## src/sv/sli_pkg.sv

```systemverilog
// Package for the sorted list block: action and status codes, field widths.
// Used by sli_ctrl and the testbench; no dependencies.
package sli_pkg;
   localparam int ValueWidth = 32;
   localparam int CountWidth = 5;

   typedef enum logic [1:0] {
      ACT_INSERT = 2'd0,
      ACT_DELETE = 2'd1,
      ACT_LIST   = 2'd2,
      ACT_NONE   = 2'd3
   } action_type;

   typedef enum logic [1:0] {
      ST_OK       = 2'd0,
      ST_FULL     = 2'd1,
      ST_EMPTY    = 2'd2,
      ST_NOTFOUND = 2'd3
   } status_type;
endpackage

```

## src/sv/sorted_list_insert_delete.sv

```systemverilog
// Bounded ascending sorted list of signed 32-bit values held in one RAM with a
// registered read. An insert into a non-empty list scans the entries for its
// place and then moves the entries above it up; a delete scans for a match and
// then moves the entries above it down. A refused insert, a delete or list on an
// empty list and an unused action answer without a scan, and a delete that finds
// nothing answers after scanning every entry. A list gives one entry per cycle
// while the output is not stalled. One item is worked on at a time and the next
// is taken the cycle after its final result transfer; every item yields one
// result, or count results for a list of a non-empty store.
// Depends on sli_ctrl, and through it on sli_pkg and sli_ram.
module sorted_list_insert_delete #(
   parameter int CAPACITY = 16
) (
   input  logic        clock,
   input  logic        reset,
   input  logic        req_tvalid,
   output logic        req_tready,
   input  logic [39:0] req_tdata,   // action[1:0], value[33:2], zero pad
   output logic        rsp_tvalid,
   input  logic        rsp_tready,
   output logic [39:0] rsp_tdata,   // status[1:0], entry[33:2], count[38:34], zero
   output logic        rsp_tlast
);
   logic [1:0]  st;
   logic [31:0] ent;
   logic [4:0]  cnt;

   sli_ctrl #(.Capacity(CAPACITY)) u_ctrl (
      .clock, .reset,
      .in_valid(req_tvalid), .in_ready(req_tready),
      .in_action(req_tdata[1:0]), .in_value(req_tdata[33:2]),
      .out_valid(rsp_tvalid), .out_ready(rsp_tready),
      .out_status(st), .out_entry(ent), .out_count(cnt), .out_last(rsp_tlast)
   );

   // pack the fields; sli_ctrl already gives a zero entry on non-list results
   assign rsp_tdata = {1'b0, cnt, ent, st};
endmodule

```

## src/sv/sli_ram.sv

```systemverilog
// Generic single-port-write, single-port-read RAM with registered read data.
// No dependencies.
module sli_ram #(
   parameter int Width = 32,
   parameter int Depth = 16
) (
   input  logic                     clock,
   input  logic                     wr_en,
   input  logic [$clog2(Depth)-1:0] wr_addr,
   input  logic [Width-1:0]         wr_data,
   input  logic [$clog2(Depth)-1:0] rd_addr,
   output logic [Width-1:0]         rd_data
);
   logic [Width-1:0] mem [Depth];

   // write port, registered read port
   always_ff @(posedge clock) begin
      if (wr_en) begin
         mem[wr_addr] <= wr_data;
      end
      rd_data <= mem[rd_addr];
   end
endmodule

```

## src/sv/sli_ctrl.sv

```systemverilog
// Sequencer for the sorted list: scans, shifts and lists entries through one RAM.
// Depends on sli_pkg and sli_ram.
module sli_ctrl #(
   parameter int Capacity = 16
) (
   input  logic                           clock,
   input  logic                           reset,
   input  logic                           in_valid,
   output logic                           in_ready,
   input  logic [1:0]                     in_action,
   input  logic [sli_pkg::ValueWidth-1:0] in_value,
   output logic                           out_valid,
   input  logic                           out_ready,
   output logic [1:0]                     out_status,
   output logic [sli_pkg::ValueWidth-1:0] out_entry,
   output logic [sli_pkg::CountWidth-1:0] out_count,
   output logic                           out_last
);
   localparam int AW = $clog2(Capacity);
   localparam int NW = $clog2(Capacity + 1);
   localparam int VW = sli_pkg::ValueWidth;

   typedef enum logic [5:0] {
      S_IDLE  = 6'b000001,
      S_SCAN  = 6'b000010,  // read entry at idx, compare next cycle
      S_SHUP  = 6'b000100,  // insert: move entries up from top to pos
      S_SHDN  = 6'b001000,  // delete: move entries down from pos
      S_LIST  = 6'b010000,
      S_OUT   = 6'b100000
   } state_type;

   state_type         state_ff, state_in;
   logic [NW-1:0]     count_ff, count_in;
   logic [NW-1:0]     idx_ff, idx_in;      // address issued
   logic              rdv_ff, rdv_in;      // read data valid for idx_ff-1 (scan)
   logic [1:0]        act_ff, act_in;
   logic [VW-1:0]     val_ff, val_in;
   // output register
   logic              ov_ff, ov_in;
   logic [1:0]        ost_ff, ost_in;
   logic [VW-1:0]     oent_ff, oent_in;
   logic              olast_ff, olast_in;
   logic              lent_ff, lent_in;    // list output takes RAM data

   logic              wr_en;
   logic [AW-1:0]     wr_addr, rd_addr;
   logic [VW-1:0]     wr_data, rd_data;
   logic [NW-1:0]     prev;

   sli_ram #(.Width(VW), .Depth(Capacity)) u_ram (
      .clock, .wr_en, .wr_addr, .wr_data, .rd_addr, .rd_data
   );

   assign prev = idx_ff - NW'(1);
   assign in_ready = (state_ff == S_IDLE) && !ov_ff;
   assign out_valid = ov_ff;
   assign out_status = ost_ff;
   assign out_entry = lent_ff ? rd_data : oent_ff;
   assign out_count = sli_pkg::CountWidth'(count_ff);
   assign out_last = olast_ff;

   always_comb begin
      state_in = state_ff; count_in = count_ff; idx_in = idx_ff; rdv_in = 1'b0;
      act_in = act_ff; val_in = val_ff;
      ov_in = ov_ff; ost_in = ost_ff; oent_in = oent_ff; olast_in = olast_ff;
      lent_in = lent_ff;
      wr_en = 1'b0; wr_addr = AW'(0); wr_data = val_ff;
      rd_addr = AW'(idx_ff);
      if (ov_ff && out_ready) begin
         ov_in = 1'b0; lent_in = 1'b0;
      end
      case (state_ff)
         S_IDLE: begin
            if (in_valid && in_ready) begin
               act_in = in_action; val_in = in_value; idx_in = '0;
               ost_in = sli_pkg::ST_OK; oent_in = '0; olast_in = 1'b1;
               case (sli_pkg::action_type'(in_action))
                  sli_pkg::ACT_INSERT: begin
                     if (count_ff >= NW'(Capacity)) begin
                        ost_in = sli_pkg::ST_FULL; ov_in = 1'b1;
                     end else if (count_ff == '0) begin
                        state_in = S_SHUP;
                     end else begin
                        state_in = S_SCAN; rdv_in = 1'b1;
                        idx_in = NW'(1);
                     end
                  end
                  sli_pkg::ACT_DELETE: begin
                     if (count_ff == '0) begin
                        ost_in = sli_pkg::ST_EMPTY; ov_in = 1'b1;
                     end else begin
                        state_in = S_SCAN; rdv_in = 1'b1; idx_in = NW'(1);
                     end
                  end
                  sli_pkg::ACT_LIST: begin
                     if (count_ff == '0) begin
                        ost_in = sli_pkg::ST_EMPTY; ov_in = 1'b1;
                     end else begin
                        state_in = S_LIST;
                     end
                  end
                  default: ov_in = 1'b1;
               endcase
               rd_addr = AW'(0);
            end
         end
         S_SCAN: begin
            // rd_data holds entry prev; compare it
            rd_addr = AW'(idx_ff);
            rdv_in = 1'b1;
            idx_in = idx_ff + NW'(1);
            if (act_ff == sli_pkg::ACT_INSERT) begin
               if ($signed(val_ff) <= $signed(rd_data)) begin
                  // insert at prev: shift from top down to prev
                  idx_in = prev; state_in = S_SHUP; rdv_in = 1'b0;
               end else if (idx_ff == count_ff) begin
                  idx_in = count_ff; state_in = S_SHUP; rdv_in = 1'b0;
               end
            end else begin
               if (val_ff == rd_data) begin
                  idx_in = prev; state_in = S_SHDN; rdv_in = 1'b0;
               end else if (idx_ff == count_ff) begin
                  ost_in = sli_pkg::ST_NOTFOUND; ov_in = 1'b1;
                  state_in = S_IDLE;
               end
            end
            // idx_ff tracks the position to use; the top pointer lives in oent
            if (state_in == S_SHUP) begin
               // idx_ff now = insertion position; walk from count down
               act_in = act_ff;
            end
         end
         S_SHUP: begin
            // idx_ff = insertion pos; move entries using a top pointer in oent
            // performed as a read of entry k-1 then write at k
            if (!rdv_ff) begin
               // first cycle: set top pointer
               oent_in = VW'(count_ff);
               rd_addr = AW'(count_ff - NW'(1));
               rdv_in = 1'b1;
               if (count_ff == idx_ff) begin
                  wr_en = 1'b1; wr_addr = AW'(idx_ff); wr_data = val_ff;
                  count_in = count_ff + NW'(1); ov_in = 1'b1; state_in = S_IDLE;
                  rdv_in = 1'b0;
               end
            end else begin
               // rd_data = entry[top-1]; write to top
               wr_en = 1'b1; wr_addr = AW'(oent_ff); wr_data = rd_data;
               oent_in = oent_ff - VW'(1);
               rd_addr = AW'(oent_ff - VW'(2));
               rdv_in = 1'b1;
               if (NW'(oent_ff) == idx_ff + NW'(1)) begin
                  rdv_in = 1'b0; state_in = S_OUT;
               end
            end
         end
         S_SHDN: begin
            // move entry k+1 to k for k from pos to count-2
            if (!rdv_ff) begin
               rd_addr = AW'(idx_ff + NW'(1));
               rdv_in = 1'b1;
               if (idx_ff + NW'(1) >= count_ff) begin
                  count_in = count_ff - NW'(1); ov_in = 1'b1;
                  state_in = S_IDLE; rdv_in = 1'b0;
               end
            end else begin
               wr_en = 1'b1; wr_addr = AW'(idx_ff); wr_data = rd_data;
               idx_in = idx_ff + NW'(1);
               rd_addr = AW'(idx_ff + NW'(2));
               if (idx_ff + NW'(2) >= count_ff) begin
                  count_in = count_ff - NW'(1); ov_in = 1'b1;
                  state_in = S_IDLE; rdv_in = 1'b0;
               end else begin
                  rdv_in = 1'b1;
               end
            end
         end
         S_LIST: begin
            // issue a read once the output register is free
            rd_addr = AW'(idx_ff);
            if (!ov_ff || out_ready) begin
               ov_in = 1'b1; lent_in = 1'b1; ost_in = sli_pkg::ST_OK;
               olast_in = (idx_ff + NW'(1) == count_ff);
               // hold the address on the final entry so its read data stays put
               if (idx_ff + NW'(1) == count_ff) begin
                  state_in = S_IDLE;
               end else begin
                  idx_in = idx_ff + NW'(1);
               end
            end else begin
               rd_addr = AW'(prev);
            end
         end
         S_OUT: begin
            // write the new value at its place
            wr_en = 1'b1; wr_addr = AW'(idx_ff); wr_data = val_ff;
            count_in = count_ff + NW'(1); ov_in = 1'b1;
            oent_in = '0; state_in = S_IDLE;
         end
         default: state_in = S_IDLE;
      endcase
      if (state_ff != S_SHUP && state_in == S_SHUP) begin
         oent_in = '0;
      end
      if (state_ff == S_SHUP && state_in == S_IDLE) begin
         oent_in = '0;
      end
   end

   always_ff @(posedge clock) begin
      if (reset) begin
         state_ff <= S_IDLE; count_ff <= '0; ov_ff <= 1'b0; lent_ff <= 1'b0;
         rdv_ff <= 1'b0; idx_ff <= '0;
      end else begin
         state_ff <= state_in; count_ff <= count_in; ov_ff <= ov_in;
         lent_ff <= lent_in; rdv_ff <= rdv_in; idx_ff <= idx_in;
      end
      act_ff <= act_in; val_ff <= val_in; ost_ff <= ost_in;
      oent_ff <= oent_in; olast_ff <= olast_in;
   end
endmodule

```

## config.mk

```make
export PLATFORM = sky130hd
export DESIGN_NAME = sorted_list_insert_delete
export DESIGN_NICKNAME = d
export VERILOG_FILES = /design/src/sv/sli_pkg.sv /design/src/sv/sorted_list_insert_delete.sv /design/src/sv/sli_ram.sv /design/src/sv/sli_ctrl.sv
export SDC_FILE = /design/constraint.sdc
export NUM_CORES = 1
export LEC_CHECK = 0
export BUFFER_PORTS_ARGS = -buffer_cell sky130_fd_sc_hd__buf_4
export CAP_MARGIN = 10
export CORE_ASPECT_RATIO = 1.2
export CORE_MARGIN = 10
export CORE_UTILIZATION = 34
export CTS_BUF_LIST = sky130_fd_sc_hd__clkbuf_4 sky130_fd_sc_hd__clkbuf_8
export CTS_CLUSTER_SIZE = 24
export DETAILED_ROUTE_END_ITERATION = 8
export PLACE_DENSITY = 0.46
export SLEW_MARGIN = 40
export SYNTH_ARGS = -nofsm -noshare
export SYNTH_HDL_FRONTEND = slang
export SYNTH_SLANG_ARGS = --single-unit
```

## constraint.sdc

```tcl
create_clock -name clock -period 7 [get_ports clock]
set_input_delay 0.35 -clock clock [delete_from_list [all_inputs] [get_ports clock]]
set_output_delay 0.35 -clock clock [all_outputs]
set_load 0.01 [all_outputs]
```

==> impl_results.md, run 1 <==
- Hold Path Depth: 5
- Hold endpoint: u_ctrl.state_ff[4]$_SDFF_PP0_
- Max VDD drop: 0.000156 V
- Mapped Avg Cell Area: around 14 sq um
- CTS buffer count: between 100 and 150
- Synth Area in XOR/XNOR: about 1.7%
- Die ar.: around 95000 sq um
- Crit end category: flip-flop
- GPL Wtd Cong: 0.867
- Total GRT Usage: a little under a fifth
- Worst r2r src: u_ctrl.idx_ff[0]$_SDFFE_PP0P_
- Slew headroom: between 40 and 50%
- Post-route ant nets: 0
- Mux contribution to synthesized area: 6.35%
- Final HPWL DP: between 50 and 60 mm
- Synth Cell Area: 28300 sq um
- Slew @ Worst Pin: between 0.8 and 0.9 ns
- CTS clk-pin slew, worst paths: around 0.06 ns
- Post-CTS Setup Bufs: 0
- Synth top cells by count: 549 x edfxtp_1, 134 x or4_1, 121 x clkbuf_1
- Leakage power: about 0.011 uW
- Register area share after synthesis: 64.1%
- CTS max path bufs: 3
- RSZ-0062 raised after global routing: false
- Vias/cell: around 5.5
- Pins over their slew limit: 0
- Hold Buf Count CTS: 36
- Clk_skew: about 0.045 ns
- Synthesis-to-finish area growth: 17.7%
- Worst Reg-to-Reg Cells: 11
- Initial antenna violation count: 4
- Max incr delay on CP: about 0.76 ns
- CP top delay family: simple AND/OR/NAND/NOR gates
- Number of global-route vias before repair: about 19000
- Pin count of the biggest net entering global routing: between 150 and 200
- Setup-failing EPs final: 0
- Clk sinks: 632
- Yosys top cell area share: about three fifths
- Most used cell, CP: buf_4
- Port Buffer Count: 79
- Critical path class: flip-flop to flip-flop
- Max FO, Critical Path: 18
- Top-count cell post-synth: edfxtp_1
- CP Buf/Inv Count: 3
- Main synth FF type: edfxtp_1
- Global route overflow: 0
- Synth area leaders: edfxtp_1 58%, dfxtp_1 5.9%, mux2_2 4.5%
- Setup WS pre-CTS: approximately 2.1 ns
- EDFF count, synth: 549
- Part of the cycle the worst path needs: between 70% and 80%
- Power Density: 263 nW/um^2
- Core area: between 80000 and 90000 sq um
- Clk_lat worst skew: approximately 0.75 ns
- First-pass GRT wire length: about 130 mm
- Number of H-tree levels: 3
- Cells after synthesis: 2091
- Synth cell types: 81
- Hold Crit Class: input port to flip-flop
- Startpoint types: flip-flop
- Total wire length: slightly below 90 mm
- Fin Setup TNS: 0 ns
- Status: finished clean
- Via count: 18979
- CP max stage cell: dfxtp_1
- CP Data Required Time: around 7.4 ns
- FP Rows: 115
- Synth Area in Compound Gates: 11.1%
- Proportion of layout cells with a drive suffix above 1: between 20% and 30%
- Post-route minimum period: 4.94 ns
- Total of max-cap violations: 0
- Initial core utilization: 34.4%
- Die Y-Extent: 336 microns
- Post-synth ARST share: 0%
- Drt pass-1 iters: 5
- Routed wire per std cell: between 20 and 30 microns
- Post-route DRC violation count: 0
- Hold Startpoint: req_tvalid
- Final Hold Fails: 0
- DR iter-0 viols: roughly 1400
- Mapped Nets: about 2200
- Largest family of logic cells by synthesized area: compound AO/OA/AOI/OAI gates
- Final worst slack: just over 2 ns
- Die X: approximately 280 microns
- Post-synthesis simple-gate area fraction: about a tenth
- Fmax: roughly 200 MHz
- Flop2flop setup slack: 2.06 ns
- CTS root buffer: clkbuf_8
- Fin nets: around 2300
- Post_cts resized: 0
- TritonCTS clock tree: built
- CP Cell Sequence: inv_1, ha_1, nor2b_1, nand4_1, buf_4, or3_1, a21oi_1, a221oi_1, nand2_1, nor2_4, buf_4
- Post-Synth Adder-Cell Area: between 2 and 3%
- Synth area leader: edfxtp_1
- Total power: about 9000 uW
- Synth Warn #: 0
- RR Endpoint: u_ctrl.u_ram.mem[4][23]$_DFFE_PP_
- Flops & latches, synth: 632
- I/O pins: 87
- Critical Path AT: between 5 and 6 ns
## logic make-up after synthesis
logic type               Yosys count
multiplexers                     160
XOR/XNOR                          52
other                              1
buffers and inverters            275
adder cells (fa/ha/maj)           59
flip-flops                       632
AND/OR/NAND/NOR                  464
AO/OA/AOI/OAI                    448
## state kept, by name (all words and copies together) (netlist names)
signal,count
u_ctrl.u_ram.rd_data,32
u_ctrl.out_status,2
u_ctrl.val_ff,32
u_ctrl.lent_ff,1
u_ctrl.out_valid,1
u_ctrl.rdv_ff,1
u_ctrl.state_ff,6
u_ctrl.u_ram.mem,512
u_ctrl.oent_ff,32
u_ctrl.out_count,5
u_ctrl.out_last,1
u_ctrl.act_ff,2
u_ctrl.idx_ff,5
## layout by cell type (no fill, tap or decap), types with 20 or more instances in the layout
master,instances
a21oi_1,30
edfxtp_1,549
o221ai_1,66
o22ai_1,67
buf_4,147
nor2_1,44
nor3_1,53
o211ai_1,76
xor2_1,20
o21ai_0,56
inv_1,117
dfxtp_1,81
mux2_1,45
nor4_2,34
a31oi_1,68
or4_1,134
nand2_1,75
clkbuf_4,37
clkbuf_8,123
mux2_2,112
xnor2_1,31
dlygate4sd3_1,36
ha_1,59
## worst reg2reg max path, delay by kind of cell, from the launching register on
family | cells | cell delay, ns
DFF | 1 | 0.76
AOI/OAI and AO/OA | 2 | 0.64
buffers and inverters | 3 | 1.00
adders and majority gates | 1 | 0.49
and+or+nand+nor | 5 | 1.72
## cell type report
class | count | area, sq um
Clock inverter | 36 | 329
Timing Repair Buffer | 198 | 1740
Fill cell | 7810 | 49000
Inverter | 119 | 447
Clock buffer | 160 | 1970
Multi-Input combinational cell | 1184 | 9270
Antenna cell | 1 | 2.50
Sequential cell | 632 | 18200
Tap cell | 1111 | 1390
## routing by layer
layer  routed length [microns]  up-vias  GRT usage, %  share of wire (%)
li1                          -     8616             -                  -
met1                     38600     9613          23.4                 43
met2                     42800      587          30.6                 48
met3                      5090      163          3.12                5.7
met4                      2740        0          7.18                3.1
met5                         0        -             0                  0
## per-stage QoR
| step | utilization [%] | hold WS [ns] | instances | area (sq um) |
|---|---|---|---|---|
| 3_5_place_dp | 37.2 | 0.530 | 3206 | 30600 |
| 3_3_place_gp | 36.9 | 0.529 | 3198 | 30400 |
| 6_report | 40.5 | 0.273 | 3441 | 33300 |
| 5_1_grt | 40.5 | 0.276 | 3441 | 33300 |
| 4_1_cts | 40.4 | 0.195 | 3438 | 33200 |
| 2_1_floorplan | - | 0.449 | 2091 | 28300 |
## worst max-delay path by stage
stage                                             start                                 end  cells past startpoint
after floorplan           u_ctrl.idx_ff[0]$_SDFFE_PP0P_    u_ctrl.u_ram.mem[0][0]$_DFFE_PP_                     11
after global placement    u_ctrl.idx_ff[0]$_SDFFE_PP0P_   u_ctrl.u_ram.mem[3][27]$_DFFE_PP_                     11
after detailed placement  u_ctrl.idx_ff[0]$_SDFFE_PP0P_  u_ctrl.u_ram.mem[14][23]$_DFFE_PP_                     11
after CTS                 u_ctrl.idx_ff[0]$_SDFFE_PP0P_    u_ctrl.u_ram.mem[2][3]$_DFFE_PP_                     11
after global routing      u_ctrl.idx_ff[0]$_SDFFE_PP0P_   u_ctrl.u_ram.mem[4][20]$_DFFE_PP_                     11
final                     u_ctrl.idx_ff[0]$_SDFFE_PP0P_   u_ctrl.u_ram.mem[4][23]$_DFFE_PP_                     11
## where the power goes
part           switching [uW]  internal, uW  leakage [uW]
clock                    1530          1990       0.00122
combinational             562           347       0.00445
sequential                101          4240       0.00564
(Power assumes the default switching activity.)
==> run 2: changes to the inputs <==
--- a/config.mk
+++ b/config.mk
@@ -5,6 +5,7 @@
 export SDC_FILE = /design/constraint.sdc
 export NUM_CORES = 1
 export LEC_CHECK = 0
+export ABC_AREA = 1
 export BUFFER_PORTS_ARGS = -buffer_cell sky130_fd_sc_hd__buf_4
 export CAP_MARGIN = 10
 export CORE_ASPECT_RATIO = 1.2
==> constraint.sdc (replaced) <==
create_clock -name clock -period 4.6 [get_ports clock]
set_input_delay 0.23 -clock clock [delete_from_list [all_inputs] [get_ports clock]]
set_output_delay 0.23 -clock clock [all_outputs]
set_load 0.01 [all_outputs]
==> run 2 against run 1 <==
Effect of this change:
- die area increased by 1.0%
- wire length decreased by 7.5%
- combinational power increased to 4.0 times the previous value
- power increased by 79%
- clock skew increased by 0.0082 ns
- critical path type unchanged
- largest power group unchanged
- highest routed layer unchanged
==> impl_results.md, run 2 <==
- Drt pass-1 iters: 5
- GPL Wtd Cong: 0.876
- Vias/cell: between 4 and 5
- Part of the cycle the worst path needs: between 70 and 80%
- CTS root buffer: clkbuf_8
- Largest register FFs: a little over 500
- Post-route minimum period: 3.58 ns
- Final HPWL DP: 50.3 mm
- Number of global-route vias before repair: roughly 20000
- CTS max path bufs: 3
- Mapped Avg Cell Area: 10.5 sq um
- Synthesis-to-finish area growth: 17.2%
- Die Y-Extent: 338 microns
- Mapped Nets: about 2800
- Port Buffer Count: 79
- Number of H-tree levels: 3
- Main synth FF type: edfxtp_1
- I/O pins: 87
- CTS buffer count: about 110
- Post-route DRC violation count: 0
- Most frequent cells in the layout: 549 x edfxtp_1, 410 x inv_1, 409 x nand2_1, 253 x nand3_1, 164 x a21oi_1
- Power Density: about 470 nW/um^2
- Post-synth ARST share: 0%
- Pin count of the biggest net entering global routing: 135
- Initial core utilization: ~34%
- CTS clk-pin slew, worst paths: ~0.06 ns
- CP max stage cell: nor2_4
- Max FO, Critical Path: 22
- Synth top cells by count: 549 x edfxtp_1, 410 x inv_1, 409 x nand2_1
- Register area share after synthesis: 63.4%
- Final Hold Fails: 0
- CP Cell Sequence: inv_1, ha_1, inv_1, nor2_1, o21ai_0, a21oi_1, nand2_1, nor2_2, inv_1, nor2_1, nor3_1, o22ai_1, a21oi_1, nand2_1, nor2_4, buf_12
- Synth Warn #: 0
- Crit end category: flip-flop
- Post-CTS Setup Bufs: 0
- CP top delay family: simple AND/OR/NAND/NOR gates
- Clk sinks: about 630
- Routed wire per std cell: approximately 20 microns
- Top-count cell post-synth: edfxtp_1
- Fmax: around 280 MHz
- Synth area leader: edfxtp_1
- Proportion of layout cells with a drive suffix above 1: 13.4%
- FP Rows: between 100 and 150
- Pins over their slew limit: 0
- Top reg by flops: u_ctrl.u_ram.mem
- Synth cell types: slightly above 50
- TritonCTS clock tree: built
- Flops & latches, synth: 632
- Max VDD drop: about 0.00021 V
- Post-placement cell count: 3877
- Setup-failing EPs final: 0
- Post-route ant nets: 0
- Critical Path AT: 3.98 ns
- Leading cell type in the layout, fill and taps excluded: edfxtp_1
- Most used cell, CP: inv_1
- Clk_skew: between 0.05 and 0.06 ns
- Synth area leaders: edfxtp_1 58%, dfxtp_1 5.8%, inv_1 5.4%
- Fin Setup TNS: 0 ns
- Initial antenna violation count: 1
- Total GRT Usage: approximately 17%
- Clk_lat worst skew: 0.74 ns
- Critical path class: flip-flop to flip-flop
- Status: finished clean
- Slew @ Worst Pin: 0.843 ns
- Leakage power: 0.0128 uW
- Yosys top cell area share: around 58%
- CP Data Required Time: 5.00 ns
- Max incr delay on CP: approximately 0.49 ns
- Die ar.: ~96000 sq um
- EDFF count, synth: about 550
- Slew headroom: around 44%
- Via count: 20182
- Hold Crit Class: input port to flip-flop
- Synth Cell Area: 28600 sq um
- Fin nets: between 3000 and 4000
- Total of max-cap violations: 0
- First-pass GRT wire length: 124 mm
- Global route overflow: 0
- Core area: between 80000 and 90000 sq um
- Total wire length: approximately 83 mm
- CP Buf/Inv Count: 4
- RSZ-0062 raised after global routing: false
- DR iter-0 viols: between 1000 and 1500
- Startpoint types: flip-flop
- Finished Layout Cells: 4112
- Die X: between 200 and 300 microns
- Cells after synthesis: between 2000 and 3000
-- run 2: changes by cell type in the layout (fill, tap and decap cells not counted), sizes merged, moves of 66 or more --
cell and delta:
a21oi +136, a31oi -66, inv +300, mux2 -157
nand2 +338, nand3 +235, nor2 +110, o211ai +85
o21ai +145, o221ai -66, or4 -135
-- run 2: cell families after synthesis --
logic type | after synthesis | synth area share, %
and+or+nand+nor | 895 | 13.7
AOI/OAI and AO/OA | 563 | 11.5
other | 1 | 0.0131
xor gates and xnor gates | 19 | 0.582
buffers and inverters | 557 | 8.23
DFF | 632 | 63.4
adders and majority gates | 59 | 2.58
-- run 2: cell type report --
class,count,area [sq um]
fill,8149,49900
sequential,632,18100
multi-input combinational,1537,8270
timing repair buffer,205,1950
clock buffer,156,1890
inverter,419,1580
tap,1121,1400
clock inverter,41,300
antenna,1,2.50
-- run 2: final timing paths --
kind,start,to,slack [ns],depth (start not counted)
setup / recovery,u_ctrl.idx_ff[0]$_SDFFE_PP0P_,u_ctrl.u_ram.mem[0][26]$_DFFE_PP_,1.02,16
hold / removal,req_tdata[6],u_ctrl.val_ff[4]$_DFFE_PP_,0.21,2
setup reg to reg,u_ctrl.idx_ff[0]$_SDFFE_PP0P_,u_ctrl.u_ram.mem[0][26]$_DFFE_PP_,1.02,16
hold reg to reg,u_ctrl.state_ff[5]$_SDFF_PP0_,u_ctrl.state_ff[5]$_SDFF_PP0_,0.57,2
-- run 2: metrics by stage --
stage                     cell area, sq um  total power [uW]  util, %  worst slack (ns)  hold WS [ns]
after floorplan                      28600              9280        -             0.575         0.329
after global placement               30900             10600     37.1             0.853         0.410
after detailed placement             31000             10600     37.1             0.993         0.410
after CTS                            33500             15900     40.2              1.00         0.126
after global routing                 33500             16600     40.2             0.692         0.168
final                                33500             15700     40.2              1.02         0.206
-- run 2: worst reg2reg max path: cells and delay by family (launching register included) --
kind | cells | cell delay, ns
flops | 1 | 0.31
simple gates | 7 | 1.44
fa+ha+maj | 1 | 0.30
compound gates | 4 | 0.54
buf+inv | 4 | 0.68
-- run 2: what timing repair did --
| action | CTS | global route |
|---|---|---|
| hold buffers | 37 | 0 |
| hold endpoints to repair | 44 | 0 |
| resized for setup | 0 | 0 |
-- run 2: metal layers --
layer  wire length [microns]  vias to the layer above  part of all wire [%]  track usage [%]
li1                        -                     9820                     -                -
met2                   39700                      492                    48             28.7
met5                       0                        -                     0                0
met1                   36800                     9728                    45             21.7
met4                    2240                        0                   2.7             6.24
met3                    3700                      142                   4.5             2.58
-- run 2: power breakdown --
group	internal, uW	total, uW	switching, uW	leakage, uW
Clock	2820	5160	2340	0.00116
Sequential	6580	6890	303	0.00564
Combinational	1210	3630	2420	0.00597
==> run 3: changes to the inputs <==
==> constraint.sdc (replaced) <==
create_clock -name clock -period 3.58 [get_ports clock]
set_input_delay 0.179 -clock clock [delete_from_list [all_inputs] [get_ports clock]]
set_output_delay 0.179 -clock clock [all_outputs]
set_load 0.01 [all_outputs]
==> run 3 against run 2 <==
Effect of this change:
- final cell count rose by 0.95%
- count of clock-buffer cells in the layout fell by 15
- first-iteration DRC count rose by 2.6%
- non-clock buffer count rose by 43
- die area did not move
- wire length rose by 1.5%
- flip-flop and latch count did not move
- critical endpoint is now u_ctrl.u_ram.mem[8][7]$_DFFE_PP_
- sequential share of layout area fell by 0.74 points
==> impl_results.md, run 3 (synthesis results as in run 2) <==
- Post-route ant nets: 0
- Clock power share: 32.1%
- Max VDD drop: between 0.0003 and 0.0004 V
- Hold Crit Class: input port to flip-flop
- Max FO, Critical Path: 32
- Hold Slack: 0.154 ns
- Final HPWL DP: around 53 mm
- Pins over their slew limit: 0
- Synthesis-to-finish area growth: 18.9%
- Vias/cell: approximately 4.9
- Clk_skew: 0.0474 ns
- Total of max-cap violations: 0
- Slew headroom: 46.9%
- TritonCTS clock tree: built
- Placed cell area: 31500 sq um
- Logic pwr share: about a quarter
- Critical path class: flip-flop to flip-flop
- Part of the cycle the worst path needs: 91.0%
- # fillers: 8093
- I/O pins: 87
- Multi-input logic area: slightly above 8000 sq um
- Leading cell type in the layout, fill and taps excluded: edfxtp_1
- Post-route minimum period: 3.26 ns
- CP Data Required Time: approximately 4.0 ns
- Post-CTS Setup Bufs: 0
- Initial core utilization: about 34%
- Register area: roughly 18000 sq um
- Clk sinks: about 630
- Most frequent cells in the layout: 549 x edfxtp_1, 410 x inv_1, 409 x nand2_1, 253 x nand3_1, 167 x buf_4
- Port Buffer Count: between 70 and 80
- Setup-failing EPs final: 0
- GPL Wtd Cong: between 0.8 and 0.9
- Fin Setup TNS: 0 ns
- Core area: 83500 sq um
- Final Hold Fails: 0
- Hold Path Depth: 2
- Proportion of layout cells with a drive suffix above 1: 14.4%
- Slew @ Worst Pin: around 0.80 ns
- DR iter-0 viols: between 1000 and 1500
- Switch Pwr: between 6000 and 7000 uW
- Clk_lat worst skew: approximately 0.76 ns
- Status: finished clean
- Power Density: a little under 600 nW/um^2
- Die ar.: 96200 sq um
- RSZ-0062 raised after global routing: false
- Die Y-Extent: around 340 microns
- Sequential Power Share: a little over two fifths
- Die X: 285 microns
- Finished Layout Cells: 4151
- Total wire length: 83.7 mm
- First-pass GRT wire length: 125 mm
- Number of H-tree levels: 3
- Total power: 20100 uW
- CTS buffer count: ~100
- P_int: about 14000 uW
- Worst Reg-to-Reg Cells: 15
- Fmax: approximately 310 MHz
- FP Rows: 116
- Via count: ~20000
- Critical Path AT: between 3 and 4 ns
- CTS clk-pin slew, worst paths: about 0.060 ns
- Crit end category: flip-flop
- CTS max path bufs: 3
- Fin area: roughly 34000 sq um
- Total GRT Usage: about 17%
- Fin nets: approximately 3000
- Largest register FFs: 512
- Post-placement cell count: roughly 3900
- Pin count of the biggest net entering global routing: between 90 and 100
- Routed wire per std cell: between 20 and 25 microns
- Number of global-route vias before repair: approximately 20000
- Post-route DRC violation count: 0
- Startpoint types: flip-flop
- Global route overflow: 0
- Sw Ratio: roughly a third
- Initial antenna violation count: 2
- Top reg by flops: u_ctrl.u_ram.mem
- CTS root buffer: clkbuf_8
- Leakage power: 0.0130 uW
- Drt pass-1 iters: 6
run 3: cell count changes in the layout (fill, tap and decap cells not counted), moves of 6 or more:
cell / previous run / this run
buf_12: 24 / 44
clkbuf_8: 115 / 106
clkbuf_4: 41 / 35
buf_4: 141 / 167
clkinv_1: 25 / 32
run 3: critical path: stages, from the launching register on:
cell	delay, ns
dfxtp_1	0.46
inv_1	0.10
ha_1	0.34
nor2_1	0.10
o21ai_0	0.09
a21oi_1	0.12
nand2_1	0.17
nor2_2	0.15
inv_1	0.08
nor2_1	0.27
nor3_2	0.10
o22ai_2	0.20
nand2_1	0.13
buf_4	0.19
nor2_4	0.10
buf_12	0.27
run 3: final cells by class:
class                      instances  share of cell area, %
sequential                       632                   53.4
multi-input combinational       1537                   24.4
timing repair buffer             248                   7.36
clock buffer                     141                   5.06
inverter                         419                   4.63
tap                             1121                   4.12
clock inverter                    51                   1.07
antenna                            2                 0.0147
run 3: path summary, 6_finish.rpt:
kind,start,to,slack [ns]
min,req_tdata[27],u_ctrl.val_ff[25]$_DFFE_PP_,0.15
min reg2reg,u_ctrl.oent_ff[31]$_SDFFE_PP0P_,u_ctrl.oent_ff[31]$_SDFFE_PP0P_,0.56
max reg2reg,u_ctrl.out_count[1]$_SDFFE_PP0P_,u_ctrl.u_ram.mem[8][7]$_DFFE_PP_,0.32
max,u_ctrl.out_count[1]$_SDFFE_PP0P_,u_ctrl.u_ram.mem[8][7]$_DFFE_PP_,0.32
run 3: metrics by stage:
step | setup slack (ns) | util, %
4_1_cts | 0.217 | 40.7
3_5_place_dp | 0.284 | 37.8
6_report | 0.323 | 40.8
2_1_floorplan | -0.445 | -
5_1_grt | 0.0852 | 40.8
3_3_place_gp | 0.275 | 37.8
run 3: power by group through the flow:
stage          logic, uW  clock network, uW  registers, uW
6_report            4840               6470           8840
5_1_grt             5450               7010           8870
4_1_cts             4870               6690           8840
3_5_place_dp        4820                  0           8990
3_3_place_gp        4760                  0           8980
2_1_floorplan       3130                  0           8800
run 3: routing by layer:
metal	track usage [%]	wire, microns
met1	21.7	37100
met2	29.5	40800
met3	2.57	3560
met4	6.54	2250
met5	0	0
run 3: what timing repair did:
item | in CTS | in global routing
hold buffers | 37 | 0
endpoints found under the setup margin | 0 | 133
endpoints found under the hold margin | 46 | 0
gates resized for setup | 0 | 5
